[src/design/qfpl_pkg.sv]
// Shared types and constants for the quad field point locator.
package qfpl_pkg;

    // Configuration register indexes
    localparam logic [2:0] REG_C0_X = 3'd0;
    localparam logic [2:0] REG_C0_Y = 3'd1;
    localparam logic [2:0] REG_C1_X = 3'd2;
    localparam logic [2:0] REG_C1_Y = 3'd3;
    localparam logic [2:0] REG_C2_X = 3'd4;
    localparam logic [2:0] REG_C2_Y = 3'd5;
    localparam logic [2:0] REG_C3_X = 3'd6;
    localparam logic [2:0] REG_C3_Y = 3'd7;

    // Dot test threshold, quarter-pixel squared units
    localparam int DOT_LIMIT = -4;

    // Geometry pipeline depth after a config write
    localparam logic [2:0] SETTLE_CYCLES = 3'd4;

    // Coefficient signs per sector, bit k set = negative
    localparam logic [3:0] SGN_X_S_NEG = 4'b0011;
    localparam logic [3:0] SGN_X_T_NEG = 4'b1001;
    localparam logic [3:0] SGN_Y_S_NEG = 4'b1001;
    localparam logic [3:0] SGN_Y_T_NEG = 4'b1100;

    typedef struct packed {
        logic [1:0] sector;
        logic       fallback;
    } meta_t;

    typedef struct packed {
        logic neg_x;
        logic hi_x;
        logic neg_y;
        logic hi_y;
    } range_t;

endpackage

[src/design/qfpl_div.sv]
// Pipelined restoring divider (one quotient bit per stage) with saturation and output register.
module qfpl_div #(
    parameter int COORD_BITS = 12,
    parameter int FRAC_BITS  = 8
) (
    input  logic                                         clk,
    input  logic                                         rst_n,
    input  logic                                         in_valid,
    output logic                                         in_ready,
    input  logic signed [2*COORD_BITS+FRAC_BITS+16:0]    num_x,
    input  logic signed [2*COORD_BITS+FRAC_BITS+16:0]    num_y,
    input  logic [2*COORD_BITS+6:0]                      den,
    input  qfpl_pkg::meta_t                              meta,
    output logic                                         out_valid,
    input  logic                                         out_ready,
    output logic [FRAC_BITS+6:0]                         loc_x,
    output logic [FRAC_BITS+6:0]                         loc_y,
    output logic [1:0]                                   sector,
    output logic                                         fallback,
    output logic                                         clipped
);
    localparam int CW = COORD_BITS;
    localparam int AW = 2 * (CW + 3) + 1;
    localparam int QB = FRAC_BITS + 7;
    localparam int NW = AW + 2 + QB + 1;
    localparam int RW = NW - 1;
    localparam int LAST = QB + 1;
    localparam logic [QB-1:0] FULL = QB'(100 * (2 ** FRAC_BITS));
    localparam logic [QB-1:0] HALF = QB'(50 * (2 ** FRAC_BITS));

    logic [LAST:0]   v_reg;
    logic [LAST+1:0] en;

    logic [RW-1:0]        rx_reg [0:QB];
    logic [RW-1:0]        ry_reg [0:QB];
    logic [QB-1:0]        qx_reg [0:QB];
    logic [QB-1:0]        qy_reg [0:QB];
    logic [AW-1:0]        d_reg  [0:QB];
    qfpl_pkg::meta_t      m_reg  [0:QB];
    qfpl_pkg::range_t     f_reg  [0:QB];

    logic [RW-1:0]        dtop;
    logic                 neg_x, neg_y, hi_x, hi_y;
    logic                 big_x, big_y;

    logic [QB-1:0]        lx_reg, ly_reg;
    logic [1:0]           sec_reg;
    logic                 fb_reg, clip_reg;

    always_comb
    begin
        en[LAST+1] = out_ready;
        for (int s = LAST; s >= 0; s--)
        begin
            en[s] = !v_reg[s] || en[s + 1];
        end
    end
    assign in_ready = en[0];

    always_ff @(posedge clk or negedge rst_n)
    begin
        if (!rst_n)
        begin
            v_reg <= '0;
        end
        else
        begin
            if (en[0]) v_reg[0] <= in_valid;
            for (int s = 1; s <= LAST; s++)
            begin
                if (en[s]) v_reg[s] <= v_reg[s - 1];
            end
        end
    end

    // range check: quotient below zero or at/above 2^QB
    always_comb
    begin
        dtop  = RW'({den, {QB{1'b0}}});
        neg_x = num_x[NW-1];
        neg_y = num_y[NW-1];
        hi_x  = !neg_x && (num_x[RW-1:0] >= dtop);
        hi_y  = !neg_y && (num_y[RW-1:0] >= dtop);
    end

    always_ff @(posedge clk)
    begin
        if (en[0])
        begin
            rx_reg[0] <= (neg_x || hi_x) ? '0 : num_x[RW-1:0];
            ry_reg[0] <= (neg_y || hi_y) ? '0 : num_y[RW-1:0];
            qx_reg[0] <= '0;
            qy_reg[0] <= '0;
            d_reg[0]  <= den;
            m_reg[0]  <= meta;
            f_reg[0]  <= '{neg_x: neg_x, hi_x: hi_x, neg_y: neg_y, hi_y: hi_y};
        end
    end

    for (genvar s = 1; s <= QB; s++)
    begin : g_step
        localparam int B = QB - s;
        logic [RW-1:0] dsh;
        assign dsh = RW'(d_reg[s-1]) << B;
        always_ff @(posedge clk)
        begin
            if (en[s])
            begin
                if (rx_reg[s-1] >= dsh)
                begin
                    rx_reg[s]    <= rx_reg[s-1] - dsh;
                    qx_reg[s]    <= qx_reg[s-1] | (QB'(1) << B);
                end
                else
                begin
                    rx_reg[s]    <= rx_reg[s-1];
                    qx_reg[s]    <= qx_reg[s-1];
                end
                if (ry_reg[s-1] >= dsh)
                begin
                    ry_reg[s]    <= ry_reg[s-1] - dsh;
                    qy_reg[s]    <= qy_reg[s-1] | (QB'(1) << B);
                end
                else
                begin
                    ry_reg[s]    <= ry_reg[s-1];
                    qy_reg[s]    <= qy_reg[s-1];
                end
                d_reg[s] <= d_reg[s-1];
                m_reg[s] <= m_reg[s-1];
                f_reg[s] <= f_reg[s-1];
            end
        end
    end

    assign big_x = f_reg[QB].hi_x || (qx_reg[QB] > FULL);
    assign big_y = f_reg[QB].hi_y || (qy_reg[QB] > FULL);

    // saturate to 0..100 percent, fallback gives the centre
    always_ff @(posedge clk)
    begin
        if (en[LAST])
        begin
            fb_reg <= m_reg[QB].fallback;
            if (m_reg[QB].fallback)
            begin
                lx_reg   <= HALF;
                ly_reg   <= HALF;
                sec_reg  <= 2'd0;
                clip_reg <= 1'b0;
            end
            else
            begin
                lx_reg   <= f_reg[QB].neg_x ? '0 : (big_x ? FULL : qx_reg[QB]);
                ly_reg   <= f_reg[QB].neg_y ? '0 : (big_y ? FULL : qy_reg[QB]);
                sec_reg  <= m_reg[QB].sector;
                clip_reg <= f_reg[QB].neg_x || big_x || f_reg[QB].neg_y || big_y;
            end
        end
    end

    assign out_valid = v_reg[LAST];
    assign loc_x     = lx_reg;
    assign loc_y     = ly_reg;
    assign sector    = sec_reg;
    assign fallback  = fb_reg;
    assign clipped   = clip_reg;

endmodule

[config.mk]
export PLATFORM = sky130hd
export DESIGN_NAME = qfpl_div
export DESIGN_NICKNAME = d
export VERILOG_FILES = /design/src/design/qfpl_pkg.sv /design/src/design/qfpl_div.sv
export SDC_FILE = /design/constraint.sdc
export NUM_CORES = 2
export LEC_CHECK = 0
export BUFFER_PORTS_ARGS = -buffer_cell sky130_fd_sc_hd__buf_2
export CAP_MARGIN = 20
export CORE_MARGIN = 3
export CORE_UTILIZATION = 35
export CTS_CLUSTER_SIZE = 8
export DETAILED_ROUTE_END_ITERATION = 12
export PLACE_DENSITY = 0.48
export SETUP_SLACK_MARGIN = 0.5
export SLEW_MARGIN = 20
export SYNTH_ARGS = -nofsm -noshare
export SYNTH_HDL_FRONTEND = slang
export SYNTH_SLANG_ARGS = --single-unit
[constraint.sdc]
create_clock -name clk -period 20.5 [get_ports clk]
set_input_delay 4.1 -clock clk [delete_from_list [all_inputs] [get_ports clk]]
set_output_delay 4.1 -clock clk [all_outputs]
set_load 0.01 [all_outputs]
# Yosys cells after proc, flatten, opt, wreduce, memory -nomap -nowiden

Memories as Yosys holds them, arrays and structs flattened.
Index checks and enable logic that the tools add are counted.

Bits in registers: 51
Memory bits (read-only): 0
Bits in latches: 0
Memories: 7
RAM bits: 2624

Add/sub/neg operators: 30
Shift operators: 0
Multiply operators: 0
Multiplexer cells: 278
Reduce and logical (&&, ||, !) cells: 49
Equal/unequal tests: 0
Divide/modulo/power cells: 0
Bitwise gates (word level): 60
Order comparisons: 34

Memories:

| name            | words | width | read ports | clocked after memory_dff | write ports | line           | source |
|---|---|---|---|---|---|---|---|
| rx_reg          | 16    | 48    | 15         | 0                        | 16          | qfpl_div.sv:34 | `logic [RW-1:0] rx_reg [0:QB];` |
| ry_reg          | 16    | 48    | 15         | 0                        | 16          | qfpl_div.sv:35 | `logic [RW-1:0] ry_reg [0:QB];` |
| d_reg           | 16    | 31    | 15         | 0                        | 16          | qfpl_div.sv:38 | `logic [AW-1:0] d_reg [0:QB];` |
| qx_reg          | 16    | 15    | 16         | 0                        | 16          | qfpl_div.sv:36 | `logic [QB-1:0] qx_reg [0:QB];` |
| qy_reg          | 16    | 15    | 16         | 0                        | 16          | qfpl_div.sv:37 | `logic [QB-1:0] qy_reg [0:QB];` |
| f_reg           | 16    | 4     | 16         | 0                        | 16          | qfpl_div.sv:40 | `qfpl_pkg::range_t f_reg [0:QB];` |
| 1 more memories | n/a   | n/a   | n/a        | n/a                      | n/a         | n/a            |  |

Operators with widths:

| operator                                                       | number |
|---|---|
| 48-bit two-way mux                                             | 32 |
| 15-bit two-way mux                                             | 32 |
| 1-bit two-way mux                                              | 212 |
| 48-bit by 31-bit greater-or-equal comparator with 1-bit output | 2 |
| 48-bit by 32-bit greater-or-equal comparator with 1-bit output | 2 |
| 48-bit by 33-bit greater-or-equal comparator with 1-bit output | 2 |
| 48-bit by 34-bit greater-or-equal comparator with 1-bit output | 2 |
| 48-bit by 35-bit greater-or-equal comparator with 1-bit output | 2 |
| 48-bit by 36-bit greater-or-equal comparator with 1-bit output | 2 |
| 48-bit by 37-bit greater-or-equal comparator with 1-bit output | 2 |
| 48-bit by 38-bit greater-or-equal comparator with 1-bit output | 2 |
| 48-bit by 39-bit greater-or-equal comparator with 1-bit output | 2 |
| 48-bit by 40-bit greater-or-equal comparator with 1-bit output | 2 |
| 48-bit by 41-bit greater-or-equal comparator with 1-bit output | 2 |
| 48-bit by 42-bit greater-or-equal comparator with 1-bit output | 2 |
| 48-bit by 43-bit greater-or-equal comparator with 1-bit output | 2 |
| 48-bit by 44-bit greater-or-equal comparator with 1-bit output | 2 |
| 48-bit by 45-bit greater-or-equal comparator with 1-bit output | 2 |
| 48-bit by 46-bit greater-or-equal comparator with 1-bit output | 2 |
| 48-bit by 31-bit subtractor with 48-bit output                 | 2 |
| 48-bit by 32-bit subtractor with 48-bit output                 | 2 |
| 48-bit by 33-bit subtractor with 48-bit output                 | 2 |
| 48-bit by 34-bit subtractor with 48-bit output                 | 2 |
| 48-bit by 35-bit subtractor with 48-bit output                 | 2 |
| other kinds (18)                                               | 133 |

# Logic depth before layout (Yosys ltp)

Depth in word-level cells: 20
Depth in mapped cells: 15
Mapped depth without buffers: 13

# Worst setup path after synthesis

OpenSTA, ideal clock, no wires.

Kind: input to output
Start point: input port out_ready
End point: output port in_ready
Stages on the path: 8
Slack: 6285 ps
Arrival time: 10115 ps
Data required time: 16400 ps
Path through: nand3b_4 > nor2_2 > inv_2 > nor4_4 > and2_1 > and3_1 > and2_1 > nand2_1

Word-level cells in the longest chain between the ends: 17

Ends and longest elaborated chain:

| what                           | line           | source |
|---|---|---|
| start, declared                | qfpl_div.sv:15 | `input logic out_ready,` |
| 1-bit logical OR (3 in a row)  | qfpl_div.sv:55 | `en[s] = !v_reg[s] \|\| en[s + 1];` |
| via en[14]                     | qfpl_div.sv:32 | `logic [LAST+1:0] en;` |
| 1-bit logical OR (14 in a row) | qfpl_div.sv:55 |  |
| end, declared                  | qfpl_div.sv:9  | `output logic in_ready,` |

The timed path passes the listed nets, and every way through them passes these cells.

# Worst setup path in the final report

Start point: input port out_ready
End point: output port in_ready

Word-level cells in the longest chain between the ends: 17

Ends and longest elaborated chain:

| what                           | line |
|---|---|
| 1-bit logical OR (2 in a row)  | qfpl_div.sv:55 |
| via en[15]                     | qfpl_div.sv:32 |
| 1-bit logical OR               | qfpl_div.sv:55 |
| via en[14]                     | qfpl_div.sv:32 |
| 1-bit logical OR (14 in a row) | qfpl_div.sv:55 |

The timed path passes the listed nets, and every way through them passes these cells.

==> reports/results.ini <==
[global_route]
antenna_found_initial=7
grt_first_pass_wirelength_mm=634
grt_max_degree=109
grt-ovfl-total=0
grtUsageTotal=0.212
grt_pass1_vias=101304

[synthesis]
async_flop_share=0.00737
ys_ff_latch=2308
synth_top_area_frac=0.508
synthCells=12514
synthDistinctLibCells=113
synth_top_area_cell=edfxtp_1
yosys-top-cells-area=edfxtp_1 (51%), ha_1 (9.2%), a21oi_1 (3.8%), xnor2_1 (3.5%), o21ai_0 (3.2%)
postSynthAreaPerCell_sq_um=10.8
synthTopCellsByCount=edfxtp_1 (2291), a21oi_1 (1035), nand2_1 (1017)
yosysMostFrequentCell=edfxtp_1
ys_warn_count=0
yosysSeqAreaShare=0.511
synthesis.area_sq_um=135000
synth_flop_cell=edfxtp_1
synth_edf_count=2291

[min_path]
worstHoldPathType=flop to flop
hold_path_depth=0
min-delay-start=qx_reg[1][63]$_SDFFCE_PN1P_
holdPathEnd=qx_reg[1][78]$_DFFE_PP_

[power]
ir_drop_uv=80.3
power_density_nw_per_um2=163
p_leak_uw=0.0605
design_power_total_uw=24800

[finish]
fin_cells=18079
final_layout_size_suffix_gt1_frac=0.0760
areaGrowthSynthToFinish_pct=12.3
final_nets=13954

[timing]
fin_ws_ps=8960
tns_ps=0
post-route-period-util=0.563
grt_setup_unrepaired=no
min_period_ps=11540
slew_violations=0
max_freq_mhz=86.7
clock_skew_ps=62.3
tightest_slew_ps=1220
slew_headroom=0.177
finalSetupViolations=0
hold_violations=0

[setup_path]
cp_data_arrival_time_ps=7440
path_class=input port to primary output
regToRegStartpoint=rx_reg[0][25]$_SDFFCE_PP0P_
startpoint_type=input port
worstPathRequired_ps=16400
crit_path_end_kind=primary output
reg2reg_to=rx_reg[0][71]$_DFFE_PP_
cp_max_fo=18
r2r_cells=11
reg2reg_slack_ps=15000

[floorplan]
die_y_microns=628
initial_core_util=0.353
die_area_sq_um=395000
rows=227
ios=172
die_width_microns=628
core_area_sq_um=384000

[cts]
cts_buffer_depth=4
clkSinkCount=2308
cts_resized=0
cts_hold_buf=0
clk_pin_slew_ps=50
cts_setup_buffers=0
cts.htree.levels=5
numCtsBuffers=334
cts_root_buf=clkbuf_16
cts_tree=done
clkLatencyLatePin_ps=920

[routing]
drt_iter0_drc=4935
drc=0
routed_via_density=5.28
first_pass_iters=7
postRouteAntennaNets=0
wl_per_cell_microns=23.7
wl_mm=428
vias=95485

[place]
hpwl_mm=353
port_buffers=171
pre_cts_ws_ps=8870
dp.cells=17614
gp_congestion=0.979

[run]
max-cap-violations=0

[run_status]
status=finished clean

[where the power goes]
part           switching [uW]  total, uW  internal (uW)
clock network            2060       5030           2960
registers                1080       8510           7430
logic                    6750      11200           4490
total                    9900      24800          14900
[metal layers]
metal	share of wire	up-vias	wire length [microns]	global-route usage
met5	0.000030	-	13	0
met4	0.085	2	36400	0.158
met3	0.023	956	9850	0.0177
met2	0.55	2019	234000	0.418
met1	0.34	45583	147000	0.202
li1	-	46925	-	-
[cell type report]
| cell class | count | area, sq um |
|---|---|---|
| fillers | 36876 | 232000 |
| flip-flops and latches | 2308 | 69200 |
| multi-input cells | 9045 | 62200 |
| clock buffers | 397 | 8640 |
| well taps | 5152 | 6450 |
| inverters | 826 | 3140 |
| repair buffers | 283 | 1730 |
| clock inverters | 41 | 689 |
| diodes | 27 | 67.6 |
[through the flow]
| stage | util | cell area, sq um | hold WS [ps] |
|---|---|---|---|
| final | 0.396 | 152000 | 407 |
| after global routing | 0.396 | 152000 | 414 |
| after CTS | 0.396 | 152000 | 397 |
| after detailed placement | 0.372 | 143000 | 405 |
| after global placement | 0.372 | 143000 | 402 |
| after floorplan | - | 135000 | 400 |
[placed cells by master, fill, tap and decap left out, drive strengths merged, types with 283 or more instances in the layout]
cell type,Yosys,layout
nand2,1017,1017
clkbuf,249,397
a21o,495,495
nor2,844,844
o21ai,888,888
a21oi,1035,1035
edfxtp,2291,2291
ha,992,992
inv,826,835
xor2,444,444
buf,89,283
xnor2,541,541
[worst max-delay path by stage]
stage | from | to | depth (start not counted)
2_1_floorplan | out_ready | in_ready | 8
3_3_place_gp | out_ready | in_ready | 11
3_5_place_dp | out_ready | in_ready | 11
4_1_cts | out_ready | in_ready | 11
5_1_grt | out_ready | in_ready | 11
6_report | out_ready | in_ready | 11
[critical path: stages]
cell,delay (ps)
buf_2,110
nand3b_4,170
nor2_2,430
inv_6,200
nor4_4,410
buf_4,320
and2_1,330
and3_1,460
and2_1,410
nand2_4,230
buf_2,220
[logic make-up (layout without fill, tap and decap cells)]
family,count (synthesis),count (layout),share of synthesized area
compound gates,3382,3382,0.156
xor+xnor,985,985,0.0637
fa+ha+maj,1020,1020,0.0957
buf+inv,1164,1547,0.0331
flops,2308,2308,0.511
mux,169,169,0.0139
other cells,1,31,0.0000277
simple gates,3485,3485,0.126
Note: power is estimated with default switching activity, not from simulation.
